==> config.mk <==
export PLATFORM = sky130hd
export DESIGN_NAME = lru_key_value_cache_flat
export DESIGN_NICKNAME = d
export VERILOG_FILES = /design/src/design/lkvc_pkg.sv /design/src/design/lkvc_req_if.sv /design/src/design/lkvc_rsp_if.sv /design/src/design/lkvc_ctrl.sv /design/src/design/lkvc_datapath.sv /design/src/design/lru_key_value_cache.sv /design/src/flat_wrapper.sv
export SDC_FILE = /design/constraint.sdc
export NUM_CORES = 2
export LEC_CHECK = 0
export BUFFER_PORTS_ARGS = -buffer_cell sky130_fd_sc_hd__buf_2
export CAP_MARGIN = 20
export CELL_PAD_IN_SITES_DETAIL_PLACEMENT = 0
export CELL_PAD_IN_SITES_GLOBAL_PLACEMENT = 1
export CORE_ASPECT_RATIO = 1.2
export CORE_MARGIN = 2
export CORE_UTILIZATION = 55
export DETAILED_ROUTE_END_ITERATION = 16
export PLACE_DENSITY_LB_ADDON = 0.15
export SYNTH_ARGS = -nofsm -noshare
export SYNTH_HDL_FRONTEND = slang
export SYNTH_SLANG_ARGS = --single-unit
==> constraint.sdc <==
create_clock -name clk -period 16.7 [get_ports clk]
set_clock_uncertainty 0.05 [all_clocks]
set_input_delay 0 -clock clk [delete_from_list [all_inputs] [get_ports clk]]
set_output_delay 0 -clock clk [all_outputs]
set_load 0.03 [all_outputs]
==> src/design/lkvc_pkg.sv <==
`timescale 1ns / 1ps
package lkvc_pkg;

	localparam int unsigned DEF_CACHE_ENTRIES = 16;

	localparam int unsigned OP_W    = 2;
	localparam int unsigned KEY_W   = 32;
	localparam int unsigned VAL_W   = 32;
	localparam int unsigned STAMP_W = 31;
	localparam int unsigned SLOT_W  = 4;

	localparam logic [OP_W-1:0] OP_LOOKUP = 2'd0;
	localparam logic [OP_W-1:0] OP_INSERT = 2'd1;
	localparam logic [OP_W-1:0] OP_UPDATE = 2'd2;

	typedef struct packed {
		logic [KEY_W-1:0]   key;
		logic [VAL_W-1:0]   value;
		logic [STAMP_W-1:0] stamp;
	} entry_t;

	// controller to datapath
	typedef struct packed {
		logic load;    // capture request, clear scan trackers
		logic rd_en;   // read entry at scan address, advance address
		logic commit;  // write back entry and load result register
	} ctrl_cmd_t;

	// datapath to controller
	typedef struct packed {
		logic last_addr;
	} dp_status_t;

endpackage

==> src/design/lkvc_req_if.sv <==
`timescale 1ns / 1ps
interface lkvc_req_if;
	logic                                valid;
	logic                                ready;
	logic [lkvc_pkg::OP_W-1:0]           op;
	logic signed [lkvc_pkg::KEY_W-1:0]   req_key;
	logic signed [lkvc_pkg::VAL_W-1:0]   write_value;
	logic [lkvc_pkg::STAMP_W-1:0]        use_stamp;

	modport source (output valid, op, req_key, write_value, use_stamp, input ready);
	modport sink (input valid, op, req_key, write_value, use_stamp, output ready);
endinterface

==> src/design/lkvc_rsp_if.sv <==
`timescale 1ns / 1ps
interface lkvc_rsp_if;
	logic                                valid;
	logic                                ready;
	logic                                hit;
	logic signed [lkvc_pkg::VAL_W-1:0]   read_value;
	logic [lkvc_pkg::SLOT_W-1:0]         slot;

	modport source (output valid, hit, read_value, slot, input ready);
	modport sink (input valid, hit, read_value, slot, output ready);
endinterface

==> src/design/lkvc_ctrl.sv <==
`timescale 1ns / 1ps
module lkvc_ctrl (
	input  logic                   clk,
	input  logic                   arst_n,
	input  logic                   req_valid,
	output logic                   req_ready,
	output logic                   rsp_valid,
	input  logic                   rsp_ready,
	output lkvc_pkg::ctrl_cmd_t    cmd,
	input  lkvc_pkg::dp_status_t   status
);

	localparam logic [1:0] ST_IDLE  = 2'd0;
	localparam logic [1:0] ST_SCAN  = 2'd1;
	localparam logic [1:0] ST_DRAIN = 2'd2;
	localparam logic [1:0] ST_FIN   = 2'd3;

	logic [1:0] state_q;
	logic [1:0] state_d;
	logic       rsp_valid_q;
	logic       out_free;

	assign out_free  = !rsp_valid_q || rsp_ready;
	assign req_ready = (state_q == ST_IDLE);
	assign rsp_valid = rsp_valid_q;

	always_comb begin
		state_d    = state_q;
		cmd.load   = 1'b0;
		cmd.rd_en  = 1'b0;
		cmd.commit = 1'b0;
		case (state_q)
			ST_IDLE: begin
				if (req_valid) begin
					cmd.load = 1'b1;
					state_d  = ST_SCAN;
				end
			end
			ST_SCAN: begin
				cmd.rd_en = 1'b1;
				if (status.last_addr) begin
					state_d = ST_DRAIN;
				end
			end
			// last compare lands here
			ST_DRAIN: begin
				state_d = ST_FIN;
			end
			ST_FIN: begin
				if (out_free) begin
					cmd.commit = 1'b1;
					state_d    = ST_IDLE;
				end
			end
			default: begin
				state_d = ST_IDLE;
			end
		endcase
	end

	always_ff @(posedge clk or negedge arst_n) begin
		if (!arst_n) begin
			state_q     <= ST_IDLE;
			rsp_valid_q <= 1'b0;
		end else begin
			state_q <= state_d;
			if (cmd.commit) begin
				rsp_valid_q <= 1'b1;
			end else if (rsp_ready) begin
				rsp_valid_q <= 1'b0;
			end
		end
	end

endmodule

==> src/design/lkvc_datapath.sv <==
`timescale 1ns / 1ps
module lkvc_datapath #(
	parameter int unsigned CACHE_ENTRIES = lkvc_pkg::DEF_CACHE_ENTRIES
) (
	input  logic                                 clk,
	input  logic                                 arst_n,
	input  lkvc_pkg::ctrl_cmd_t                  cmd,
	output lkvc_pkg::dp_status_t                 status,
	input  logic [lkvc_pkg::OP_W-1:0]            op,
	input  logic [lkvc_pkg::KEY_W-1:0]           req_key,
	input  logic [lkvc_pkg::VAL_W-1:0]           write_value,
	input  logic [lkvc_pkg::STAMP_W-1:0]         use_stamp,
	output logic                                 hit,
	output logic [lkvc_pkg::VAL_W-1:0]           read_value,
	output logic [lkvc_pkg::SLOT_W-1:0]          slot
);

	localparam int unsigned IW = (CACHE_ENTRIES > 1) ? $clog2(CACHE_ENTRIES) : 1;
	localparam logic [IW-1:0] LAST_IDX = IW'(CACHE_ENTRIES - 1);

	// entry store, one read and one write port
	lkvc_pkg::entry_t entry_mem [CACHE_ENTRIES];
	logic [CACHE_ENTRIES-1:0] valid_q;

	// captured request
	logic [lkvc_pkg::OP_W-1:0]    op_q;
	logic [lkvc_pkg::KEY_W-1:0]   key_q;
	logic [lkvc_pkg::VAL_W-1:0]   wval_q;
	logic [lkvc_pkg::STAMP_W-1:0] stamp_q;

	// scan
	logic [IW-1:0]          addr_q;
	lkvc_pkg::entry_t       rd_data_s1;
	logic                   cmp_valid_s1;
	logic [IW-1:0]          cmp_idx_s1;

	// trackers
	logic                         hit_q;
	logic [IW-1:0]                hit_idx_q;
	logic [lkvc_pkg::VAL_W-1:0]   hit_val_q;
	logic                         empty_found_q;
	logic [IW-1:0]                empty_idx_q;
	logic [IW-1:0]                min_idx_q;
	logic [lkvc_pkg::STAMP_W-1:0] min_stamp_q;

	// result register
	logic                         res_hit_q;
	logic [lkvc_pkg::VAL_W-1:0]   res_val_q;
	logic [lkvc_pkg::SLOT_W-1:0]  res_slot_q;

	logic                   cmp_vld_entry;
	logic                   cmp_match;
	logic                   op_known;
	logic [IW-1:0]          victim_idx;
	logic                   wr_en;
	logic                   set_valid;
	logic [IW-1:0]          wr_idx;
	lkvc_pkg::entry_t       wr_data;

	assign status.last_addr = (addr_q == LAST_IDX);

	assign cmp_vld_entry = valid_q[cmp_idx_s1];
	assign cmp_match     = cmp_vld_entry && (rd_data_s1.key == key_q);

	assign op_known   = (op_q == lkvc_pkg::OP_LOOKUP) || (op_q == lkvc_pkg::OP_INSERT)
			|| (op_q == lkvc_pkg::OP_UPDATE);
	assign victim_idx = empty_found_q ? empty_idx_q : min_idx_q;

	always_comb begin
		wr_en         = 1'b0;
		set_valid     = 1'b0;
		wr_idx        = victim_idx;
		wr_data.key   = key_q;
		wr_data.value = wval_q;
		wr_data.stamp = stamp_q;
		if (cmd.commit && op_known) begin
			if (hit_q) begin
				wr_en  = 1'b1;
				wr_idx = hit_idx_q;
				if (op_q == lkvc_pkg::OP_LOOKUP) begin
					wr_data.value = hit_val_q;
				end
			end else if (op_q == lkvc_pkg::OP_INSERT) begin
				wr_en     = 1'b1;
				set_valid = 1'b1;
			end
		end
	end

	always_ff @(posedge clk) begin
		if (wr_en) begin
			entry_mem[wr_idx] <= wr_data;
		end
		if (cmd.rd_en) begin
			rd_data_s1 <= entry_mem[addr_q];
		end
	end

	always_ff @(posedge clk or negedge arst_n) begin
		if (!arst_n) begin
			valid_q      <= '0;
			cmp_valid_s1 <= 1'b0;
			addr_q       <= '0;
		end else begin
			cmp_valid_s1 <= cmd.rd_en;
			if (cmd.load) begin
				addr_q <= '0;
			end else if (cmd.rd_en) begin
				addr_q <= addr_q + 1'b1;
			end
			if (set_valid) begin
				valid_q[wr_idx] <= 1'b1;
			end
		end
	end

	always_ff @(posedge clk) begin
		if (cmd.rd_en) begin
			cmp_idx_s1 <= addr_q;
		end
		if (cmd.load) begin
			op_q          <= op;
			key_q         <= req_key;
			wval_q        <= write_value;
			stamp_q       <= use_stamp;
			hit_q         <= 1'b0;
			empty_found_q <= 1'b0;
			min_idx_q     <= '0;
			min_stamp_q   <= '1;
		end else if (cmp_valid_s1) begin
			// lowest index wins on match, empty slot and equal stamps
			if (cmp_match && !hit_q) begin
				hit_q     <= 1'b1;
				hit_idx_q <= cmp_idx_s1;
				hit_val_q <= rd_data_s1.value;
			end
			if (!cmp_vld_entry && !empty_found_q) begin
				empty_found_q <= 1'b1;
				empty_idx_q   <= cmp_idx_s1;
			end
			if (cmp_vld_entry && (rd_data_s1.stamp < min_stamp_q)) begin
				min_stamp_q <= rd_data_s1.stamp;
				min_idx_q   <= cmp_idx_s1;
			end
		end
		if (cmd.commit) begin
			res_hit_q  <= 1'b0;
			res_val_q  <= '0;
			res_slot_q <= '0;
			if (op_known && hit_q) begin
				res_hit_q  <= 1'b1;
				res_val_q  <= hit_val_q;
				res_slot_q <= lkvc_pkg::SLOT_W'(hit_idx_q);
			end else if (op_q == lkvc_pkg::OP_INSERT) begin
				res_slot_q <= lkvc_pkg::SLOT_W'(victim_idx);
			end
		end
	end

	assign hit        = res_hit_q;
	assign read_value = res_val_q;
	assign slot       = res_slot_q;

endmodule

==> src/design/lru_key_value_cache.sv <==
`timescale 1ns / 1ps
// lru_key_value_cache: fully associative key-value cache with lru replacement
// by caller stamps, CACHE_ENTRIES entries.
// req channel: one beat per request (op, req_key, write_value, use_stamp).
// rsp channel: exactly one beat per request (hit, read_value, slot), in order.
// each request scans the entry memory one entry per cycle through its single
// read port, then writes back through the single write port. the response
// is registered at write-back, and the next request is taken only after
// the current one has written back.
// req.ready is high only while no request is in work; a request may be taken
// while the previous response still waits in the output register.
// if rsp.ready stays low, the next request finishes its scan and then holds
// until the waiting response is taken, so nothing is dropped or reordered.
// reset clears all valid bits at once; no clearing pass is needed, and entry
// contents are undefined until written.
module lru_key_value_cache #(
	parameter int unsigned CACHE_ENTRIES = lkvc_pkg::DEF_CACHE_ENTRIES
) (
	input  logic       clk,
	input  logic       arst_n,
	lkvc_req_if.sink   req,
	lkvc_rsp_if.source rsp
);

	lkvc_pkg::ctrl_cmd_t  cmd;
	lkvc_pkg::dp_status_t status;

	lkvc_ctrl u_ctrl (
		.clk       (clk),
		.arst_n    (arst_n),
		.req_valid (req.valid),
		.req_ready (req.ready),
		.rsp_valid (rsp.valid),
		.rsp_ready (rsp.ready),
		.cmd       (cmd),
		.status    (status)
	);

	lkvc_datapath #(
		.CACHE_ENTRIES (CACHE_ENTRIES)
	) u_datapath (
		.clk         (clk),
		.arst_n      (arst_n),
		.cmd         (cmd),
		.status      (status),
		.op          (req.op),
		.req_key     (req.req_key),
		.write_value (req.write_value),
		.use_stamp   (req.use_stamp),
		.hit         (rsp.hit),
		.read_value  (rsp.read_value),
		.slot        (rsp.slot)
	);

endmodule

==> src/flat_wrapper.sv <==
// flat-port wrapper written by rule: the top's interface ports become plain ports
module lru_key_value_cache_flat 
#(
	parameter int unsigned CACHE_ENTRIES = lkvc_pkg::DEF_CACHE_ENTRIES
)
  (clk, arst_n, req_valid, req_op, req_req_key, req_write_value, req_use_stamp, req_ready, rsp_valid, rsp_hit, rsp_read_value, rsp_slot, rsp_ready);
  lkvc_req_if req_i ();
  lkvc_rsp_if rsp_i ();
  input  logic clk;
  input  logic arst_n;
  input wire logic [$bits(req_i.valid)-1:0] req_valid;
  input wire logic [$bits(req_i.op)-1:0] req_op;
  input wire logic [$bits(req_i.req_key)-1:0] req_req_key;
  input wire logic [$bits(req_i.write_value)-1:0] req_write_value;
  input wire logic [$bits(req_i.use_stamp)-1:0] req_use_stamp;
  output wire logic [$bits(req_i.ready)-1:0] req_ready;
  output wire logic [$bits(rsp_i.valid)-1:0] rsp_valid;
  output wire logic [$bits(rsp_i.hit)-1:0] rsp_hit;
  output wire logic [$bits(rsp_i.read_value)-1:0] rsp_read_value;
  output wire logic [$bits(rsp_i.slot)-1:0] rsp_slot;
  input wire logic [$bits(rsp_i.ready)-1:0] rsp_ready;
  assign req_i.valid = req_valid;
  assign req_i.op = req_op;
  assign req_i.req_key = req_req_key;
  assign req_i.write_value = req_write_value;
  assign req_i.use_stamp = req_use_stamp;
  assign req_ready = req_i.ready;
  assign rsp_valid = rsp_i.valid;
  assign rsp_hit = rsp_i.hit;
  assign rsp_read_value = rsp_i.read_value;
  assign rsp_slot = rsp_i.slot;
  assign rsp_i.ready = rsp_ready;
  lru_key_value_cache #(.CACHE_ENTRIES(CACHE_ENTRIES)) u_core (.clk(clk), .arst_n(arst_n), .req(req_i), .rsp(rsp_i));
endmodule
After elaboration in Yosys (flattened, before gate mapping)
Memories as Yosys holds them, arrays and structs flattened. A register that Yosys moved wholly into a read port is not among the register bits.
Cells that the tools add are included.
{"block": "word_totals", "ff_bits": 239, "latch_bits": 0, "ramBits": 1520, "romBits": 0, "out_inout_bits": 39, "n_memories": 1}
{"name": "u_core.u_datapath.entry_mem", "words": 16, "word_bits": 95, "rd": 1, "rd_ports_with_merged_regs": 1, "wr": 1, "line_no": "lkvc_datapath.sv:22", "rtl": "lkvc_pkg::entry_t entry_mem [CACHE_ENTRIES];"}
{"block": "classes", "add_sub_neg": 1, "mul": 0, "div": 0, "order_cmp": 4, "n_eq_ne": 10, "n_shift": 0, "muxes": 33, "bitwise_logic": 2, "n_reduce_logical": 24}
{"operator": "2-to-1 mux 32 bit", "count": 3}
{"operator": "== test 32 bit", "count": 1}
{"operator": "< comparator 31 bit", "count": 1}
{"operator": "2-to-1 mux 4 bit", "count": 7}
{"operator": "2-to-1 mux 1 bit", "count": 17}
{"operator": "OR 16 bit", "count": 1}
{"operator": "< comparator 4 x 5 -> 1 bit (second input constant)", "count": 2}
{"operator": "AND reduction 3 bit", "count": 3}
{"operator": "one-hot mux 2 bit (4 select lines)", "count": 1}
{"operator": "logical AND 1 bit", "count": 7}
{"operator": "== test 2 bit (second input constant)", "count": 3}
{"operator": "2-to-1 mux 2 bit", "count": 3}
{"operator": "AND reduction 2 bit", "count": 3}
{"operator": "adder 4 x 1 -> 4 bit (second input constant)", "count": 1}
{"operator": "binary-select mux 1 bit (select 4 bit)", "count": 1}
{"operator": "demux 1 bit (select 4 bit)", "count": 1}
{"operator": "== test 2 x 1 -> 1 bit (second input constant)", "count": 2}
{"operator": "== test 4 bit (second input constant)", "count": 1}
{"operator": "greater-or-equal comparator 4 x 1 -> 1 bit (second input constant)", "count": 1}
{"operator": "zero test 1 bit", "count": 4}
{"operator": "zero test 2 bit", "count": 2}
{"operator": "!= test 2 bit (second input constant)", "count": 2}
{"operator": "nonzero test 2 bit", "count": 2}
{"operator": "logical OR 1 bit", "count": 3}
{"operator": "2 further kinds", "count": 2}

Logic depth before layout (Yosys ltp)
{"block": "logic_depth", "word_depth": 11, "mapped_depth": 10, "ltp_nobuf": 8}

Modules after synthesis
A second synthesis with hierarchy kept.
{"block": "hier_totals", "cells_unflattened": 2894, "area_unflattened_um2": 69611.8}
{"module": "lkvc_datapath", "instances": 1, "cells_each": 2874, "area_per_inst_um2": 69380.3}
{"module": "lkvc_ctrl", "instances": 1, "cells_each": 20, "area_per_inst_um2": 231.5}

Worst setup path after synthesis
No wires, ideal clock.
{"block": "synth_timing", "path_type": "register -> register", "start": "register u_core.u_ctrl.rsp_valid_q, in the netlist u_core.u_ctrl.rsp_valid", "end": "memory u_core.u_datapath.entry_mem[0][0] in the netlist's numbering, enable pin", "t_arrival_ps": 5647, "setup_slack_ps": 10453, "path_stages_with_launch": 7, "path_buffers": 1, "path_cell_list": "dfrtp_1 -> nand2b_1 -> nand3_1 -> clkbuf_1 -> o31ai_1 -> nand2_1 -> nor2_1"}
{"block": "synth_via", "elab_chain_len": 8, "elab_cells_between_ends": 9, "classes_between": "mux: 6; reduce/logical: 3"}
{"item": "from (decl)", "line_no": "lkvc_ctrl.sv:20", "rtl": "logic rsp_valid_q;"}
{"item": "from (signal assigned)", "line_no": "lkvc_ctrl.sv:64", "rtl": "rsp_valid_q <= 1'b0;"}
{"item": "from (signal assigned)", "line_no": "lkvc_ctrl.sv:68", "rtl": "rsp_valid_q <= 1'b1;"}
{"item": "from (signal assigned)", "line_no": "lkvc_ctrl.sv:70", "rtl": "rsp_valid_q <= 1'b0;"}
{"item": "zero test 1 bit *", "line_no": "lkvc_ctrl.sv:23", "rtl": "assign out_free = !rsp_valid_q || rsp_ready;"}
{"item": "logical OR 1 bit *", "line_no": "lkvc_ctrl.sv:23"}
{"item": "2-to-1 mux 1 bit *", "line_no": "lkvc_ctrl.sv:50", "rtl": "if (out_free) begin"}
{"item": "2-to-1 mux 1 bit *", "line_no": "lkvc_ctrl.sv:32", "rtl": "case (state_q)"}
{"item": "logical AND 1 bit *", "line_no": "lkvc_datapath.sv:76", "rtl": "if (cmd.commit && op_known) begin"}
{"item": "2-to-1 mux 1 bit", "line_no": "lkvc_datapath.sv:76"}
{"item": "2-to-1 mux 1 bit", "line_no": "lkvc_datapath.sv:91", "rtl": "if (wr_en) begin"}
{"item": "2-to-1 mux 1 bit (implied by the code)", "line_no": "lkvc_datapath.sv:92", "rtl": "entry_mem[wr_idx] <= wr_data;"}
{"item": "to (decl)", "line_no": "lkvc_datapath.sv:22"}
Every way passes the cells marked *; elsewhere a longest branch is shown, timed or not.

==> results by group <==
Run status
  – Outcome: finished, final reports clean

Clocking
  – H-tree Lvls: 4
  – Reg clk slew, reported paths: 0.06 ns
  – CTS sink cnt: 1854
  – Hold-fix buffers, CTS: 200
  – Cts bufs inserted: 176
  – Root Buffer Master: clkbuf_16
  – Post CTS Setup Buffer Count: 0
  – Worst-skew pair later-pin latency: 0.81 ns
  – CTS tree: yes
  – CTS-repair resized insts: 0
  – Max clock buf depth: 3

Route
  – Starting DRT DRC Count: 3235
  – DR vias/cell: 6.07
  – Overall routed net length: 149000 um
  – Wire length per cell: 28.8 um
  – DR vias: 31400
  – Drt drc: 0
  – DR pass1 iterations: 8
  – Post-route ant nets: 0

Logic synthesis
  – Syn_nets: 3048
  – Ys Warns: 0
  – Number of enable flip-flop cells after synthesis: 1793
  – Mapped Cells: 2912
  – Register area share after synthesis: 79.3%
  – Mapped cell area: 69600 sq um
  – Synth Flop Type: edfxtp_1
  – Cell variety after synth: 49
  – Post-Syn Area per Cell: 23.9 sq um
  – FF+latch count, synth: 1854
  – Asr flop ratio synth: 1.29%
  – Cell taking the most area after synthesis: edfxtp_1
  – Ranking of synthesized cells by area: edfxtp_1, mux4_2, dfxtp_1
  – Share of the synthesized area in the top cell type: 77.3%

Pwr
  – Leak pwr: 25.6 nW
  – Sw Pwr: 3.24 mW
  – Sw frac: 26.5%
  – Internal Power: 9.01 mW
  – PwrDens: 153 nW/um^2
  – Logic pwr share: 20.8%
  – Total power: 12.3 mW
  – Reg power frac: 48.7%
  – Worst IR Drop VDD: 141 uV
  – Clock power frac: 30.5%

Critical path
  – Slowest-stage cell, CP: buf_4
  – Setup slack on the worst flop-to-flop path: 11.50 ns
  – Crit path DAT: 5.68 ns
  – FF-to-FF Start: u_core.u_datapath.addr_q[1]
  – CP required: 17.17 ns
  – Reg2reg end: u_core.u_datapath.rd_data_s1[79]
  – Critical path buffer and inverter count: 5
  – CP max FO: 71
  – Worst setup EP type: flip-flop
  – Reg2Reg Depth: 7
  – Worst-path cell chain: buf_4, buf_4, buf_16, buf_4, buf_4, mux4_2, mux4_2
  – Kind of critical path: flip-flop to flip-flop
  – CP top delay family: buffers and inverters
  – CP Launch Type: flip-flop
  – Most used cell, CP: buf_4
  – Slowest stage delay, CP: 0.90 ns

Min path
  – WHS Path Cells: 6
  – Worst Hold End: u_core.u_ctrl.state_q[1]
  – Hold Path Class: input pin to flip-flop
  – Hold wc startpoint: req_valid

Die
  – Row cnt: 143
  – Core Area: 126000 sq um
  – Initial Util: 55.2%
  – Die span in y: 394 um
  – IO Pins: 140
  – DIE AREA: 129000 sq um
  – Chip Width: 329 um

Timing
  – Final worst setup slack: 11.50 ns
  – Max-slew violation count: 0
  – Hold Fails Final Rpt: 0
  – Final hold slack: 0.148 ns
  – Fin crit share: 31.1%
  – Max-slew headroom: 21.1%
  – Finish-stage setup viols: 0
  – Least-Margin Pin Slew: 1.18 ns
  – Min Clock Period, post-route: 5.20 ns
  – RSZ-0062 raised after global routing: false
  – TNS Setup: 0 ns
  – Highest clock rate: 0.192 GHz

Cells and area
  – Fin util: 63.3%
  – Layout cell share with drive strength beyond 1: 27.8%
  – Finished Cell Area: 79900 sq um
  – P&R area growth vs syn: 14.8%
  – Finished Layout Cells: 5172
  – Nets: 3497

GRT
  – First-pass GRT wire length: 221000 um
  – Initial antenna violation count: 0
  – Largest net degree at the start of global routing: 118
  – Global Route Usage Sum: 23.6%
  – Global route overflow: 0
  – Number of global-route vias before repair: 33400

Placed design
  – GP Congestion: 0.765
  – Placed Instances: 4646
  – DPL Wire Length: 75000 um
  – Post-Place Setup Slack: 11.12 ns
  – Port bufs: 139
  – Post-DP Area: 72400 sq um

Run
  – Total of max-cap violations: 0
worst max-delay path by stage:
stage	endpoint	depth (start not counted)	start	slack, ns
5_1_grt	u_core.u_datapath.rd_data_s1[79]	7	u_core.u_datapath.addr_q[1]	11.29
6_report	u_core.u_datapath.rd_data_s1[79]	7	u_core.u_datapath.addr_q[1]	11.50
4_1_cts	u_core.u_datapath.rd_data_s1[84]	6	u_core.u_datapath.addr_q[1]	11.10
3_5_place_dp	u_core.u_datapath.rd_data_s1[80]	6	u_core.u_datapath.addr_q[1]	11.12
3_3_place_gp	u_core.u_datapath.rd_data_s1[67]	6	u_core.u_datapath.addr_q[1]	11.18
2_1_floorplan	u_core.u_datapath.entry_mem[0][0]	6	u_core.u_ctrl.rsp_valid	10.45
flip-flops by register name (all words and copies together) (netlist names), 16 cells and up:
name	flops
u_core.u_datapath.entry_mem	1520
u_core.u_datapath.hit_val_q	32
u_core.u_datapath.key_q	32
u_core.u_datapath.min_stamp_q	31
u_core.u_datapath.rd_data_s1	95
u_core.u_datapath.read_value	32
u_core.u_datapath.stamp_q	31
u_core.u_datapath.valid_q	16
u_core.u_datapath.wval_q	32
tightest hold or removal path, stage by stage:
cell and delay, ns:
dlygate4sd3_1 0.54, buf_2 0.13, inv_1 0.05, a21oi_1 0.09, nand2_1 0.06, o21ai_0 0.07
layer usage:
layer / vias up / track usage, % / share of wire [%] / wire, um
li1: 13200 / - / - / -
met5: - / 0 / 0 / 0
met4: 0 / 5.90 / 1.8 / 2660
met2: 1083 / 39.4 / 52 / 76800
met1: 17000 / 33.2 / 41 / 60900
met3: 195 / 3.27 / 5.8 / 8580
cells by family after synthesis:
logic type	Yosys count	share of synthesized area, %
muxes	552	16.6
and+or+nand+nor	202	1.37
adders and majority gates	35	0.629
buffers and inverters	176	1.11
DFF	1854	79.3
xor gates and xnor gates	30	0.377
AOI/OAI and AO/OA	63	0.602
cells in the final DEF, fill, tap and decap left out, types with 29 or more instances in the layout:
cell / n
edfxtp_1: 1793
mux4_2: 476
dlygate4sd3_1: 199
clkbuf_16: 178
buf_2: 139
nor2_1: 76
buf_4: 58
clkbuf_1: 46
inv_1: 42
mux2i_1: 40
clkinv_1: 39
dfxtp_1: 37
ha_1: 34
clkinv_2: 32
and2_1: 32
mux2_2: 31
nand2_1: 29
power by group through the flow:
stage                     registers [mW]  logic (mW)  clock network [mW]
after detailed placement            6.06        2.55                   0
final                               5.96        2.55                3.74
after floorplan                     5.97        1.91                   0
after global routing                6.00        2.76                3.99
after global placement              6.04        2.50                   0
after CTS                           5.97        2.60                3.81
Yosys cell counts, types with 3 or more instances:
cell type	number
a21o_1	21
a21oi_1	15
a31oi_1	6
and2_1	32
buf_1	8
buf_12	3
buf_2	37
clkbuf_1	81
dfrtp_1	24
dfxtp_1	37
edfxtp_1	1793
ha_1	35
inv_1	43
mux2_2	31
mux2i_1	40
mux4_1	4
mux4_2	476
nand2_1	29
nand2b_1	7
nand3_1	9
nand4_1	12
nor2_1	92
nor2b_1	5
nor3_1	5
nor4_1	3
o21ai_0	11
xnor2_1	17
xor2_1	13
layout make-up:
class | instances | area, sq um
Sequential cell | 1854 | 55200
Antenna cell | 1 | 2.50
Clock inverter | 91 | 651
Inverter | 45 | 175
Clock buffer | 230 | 4710
Timing Repair Buffer | 402 | 3250
Multi-Input combinational cell | 882 | 13800
Fill cell | 8358 | 46300
Tap cell | 1667 | 2090
Note: power is estimated with default switching activity, not from simulation.
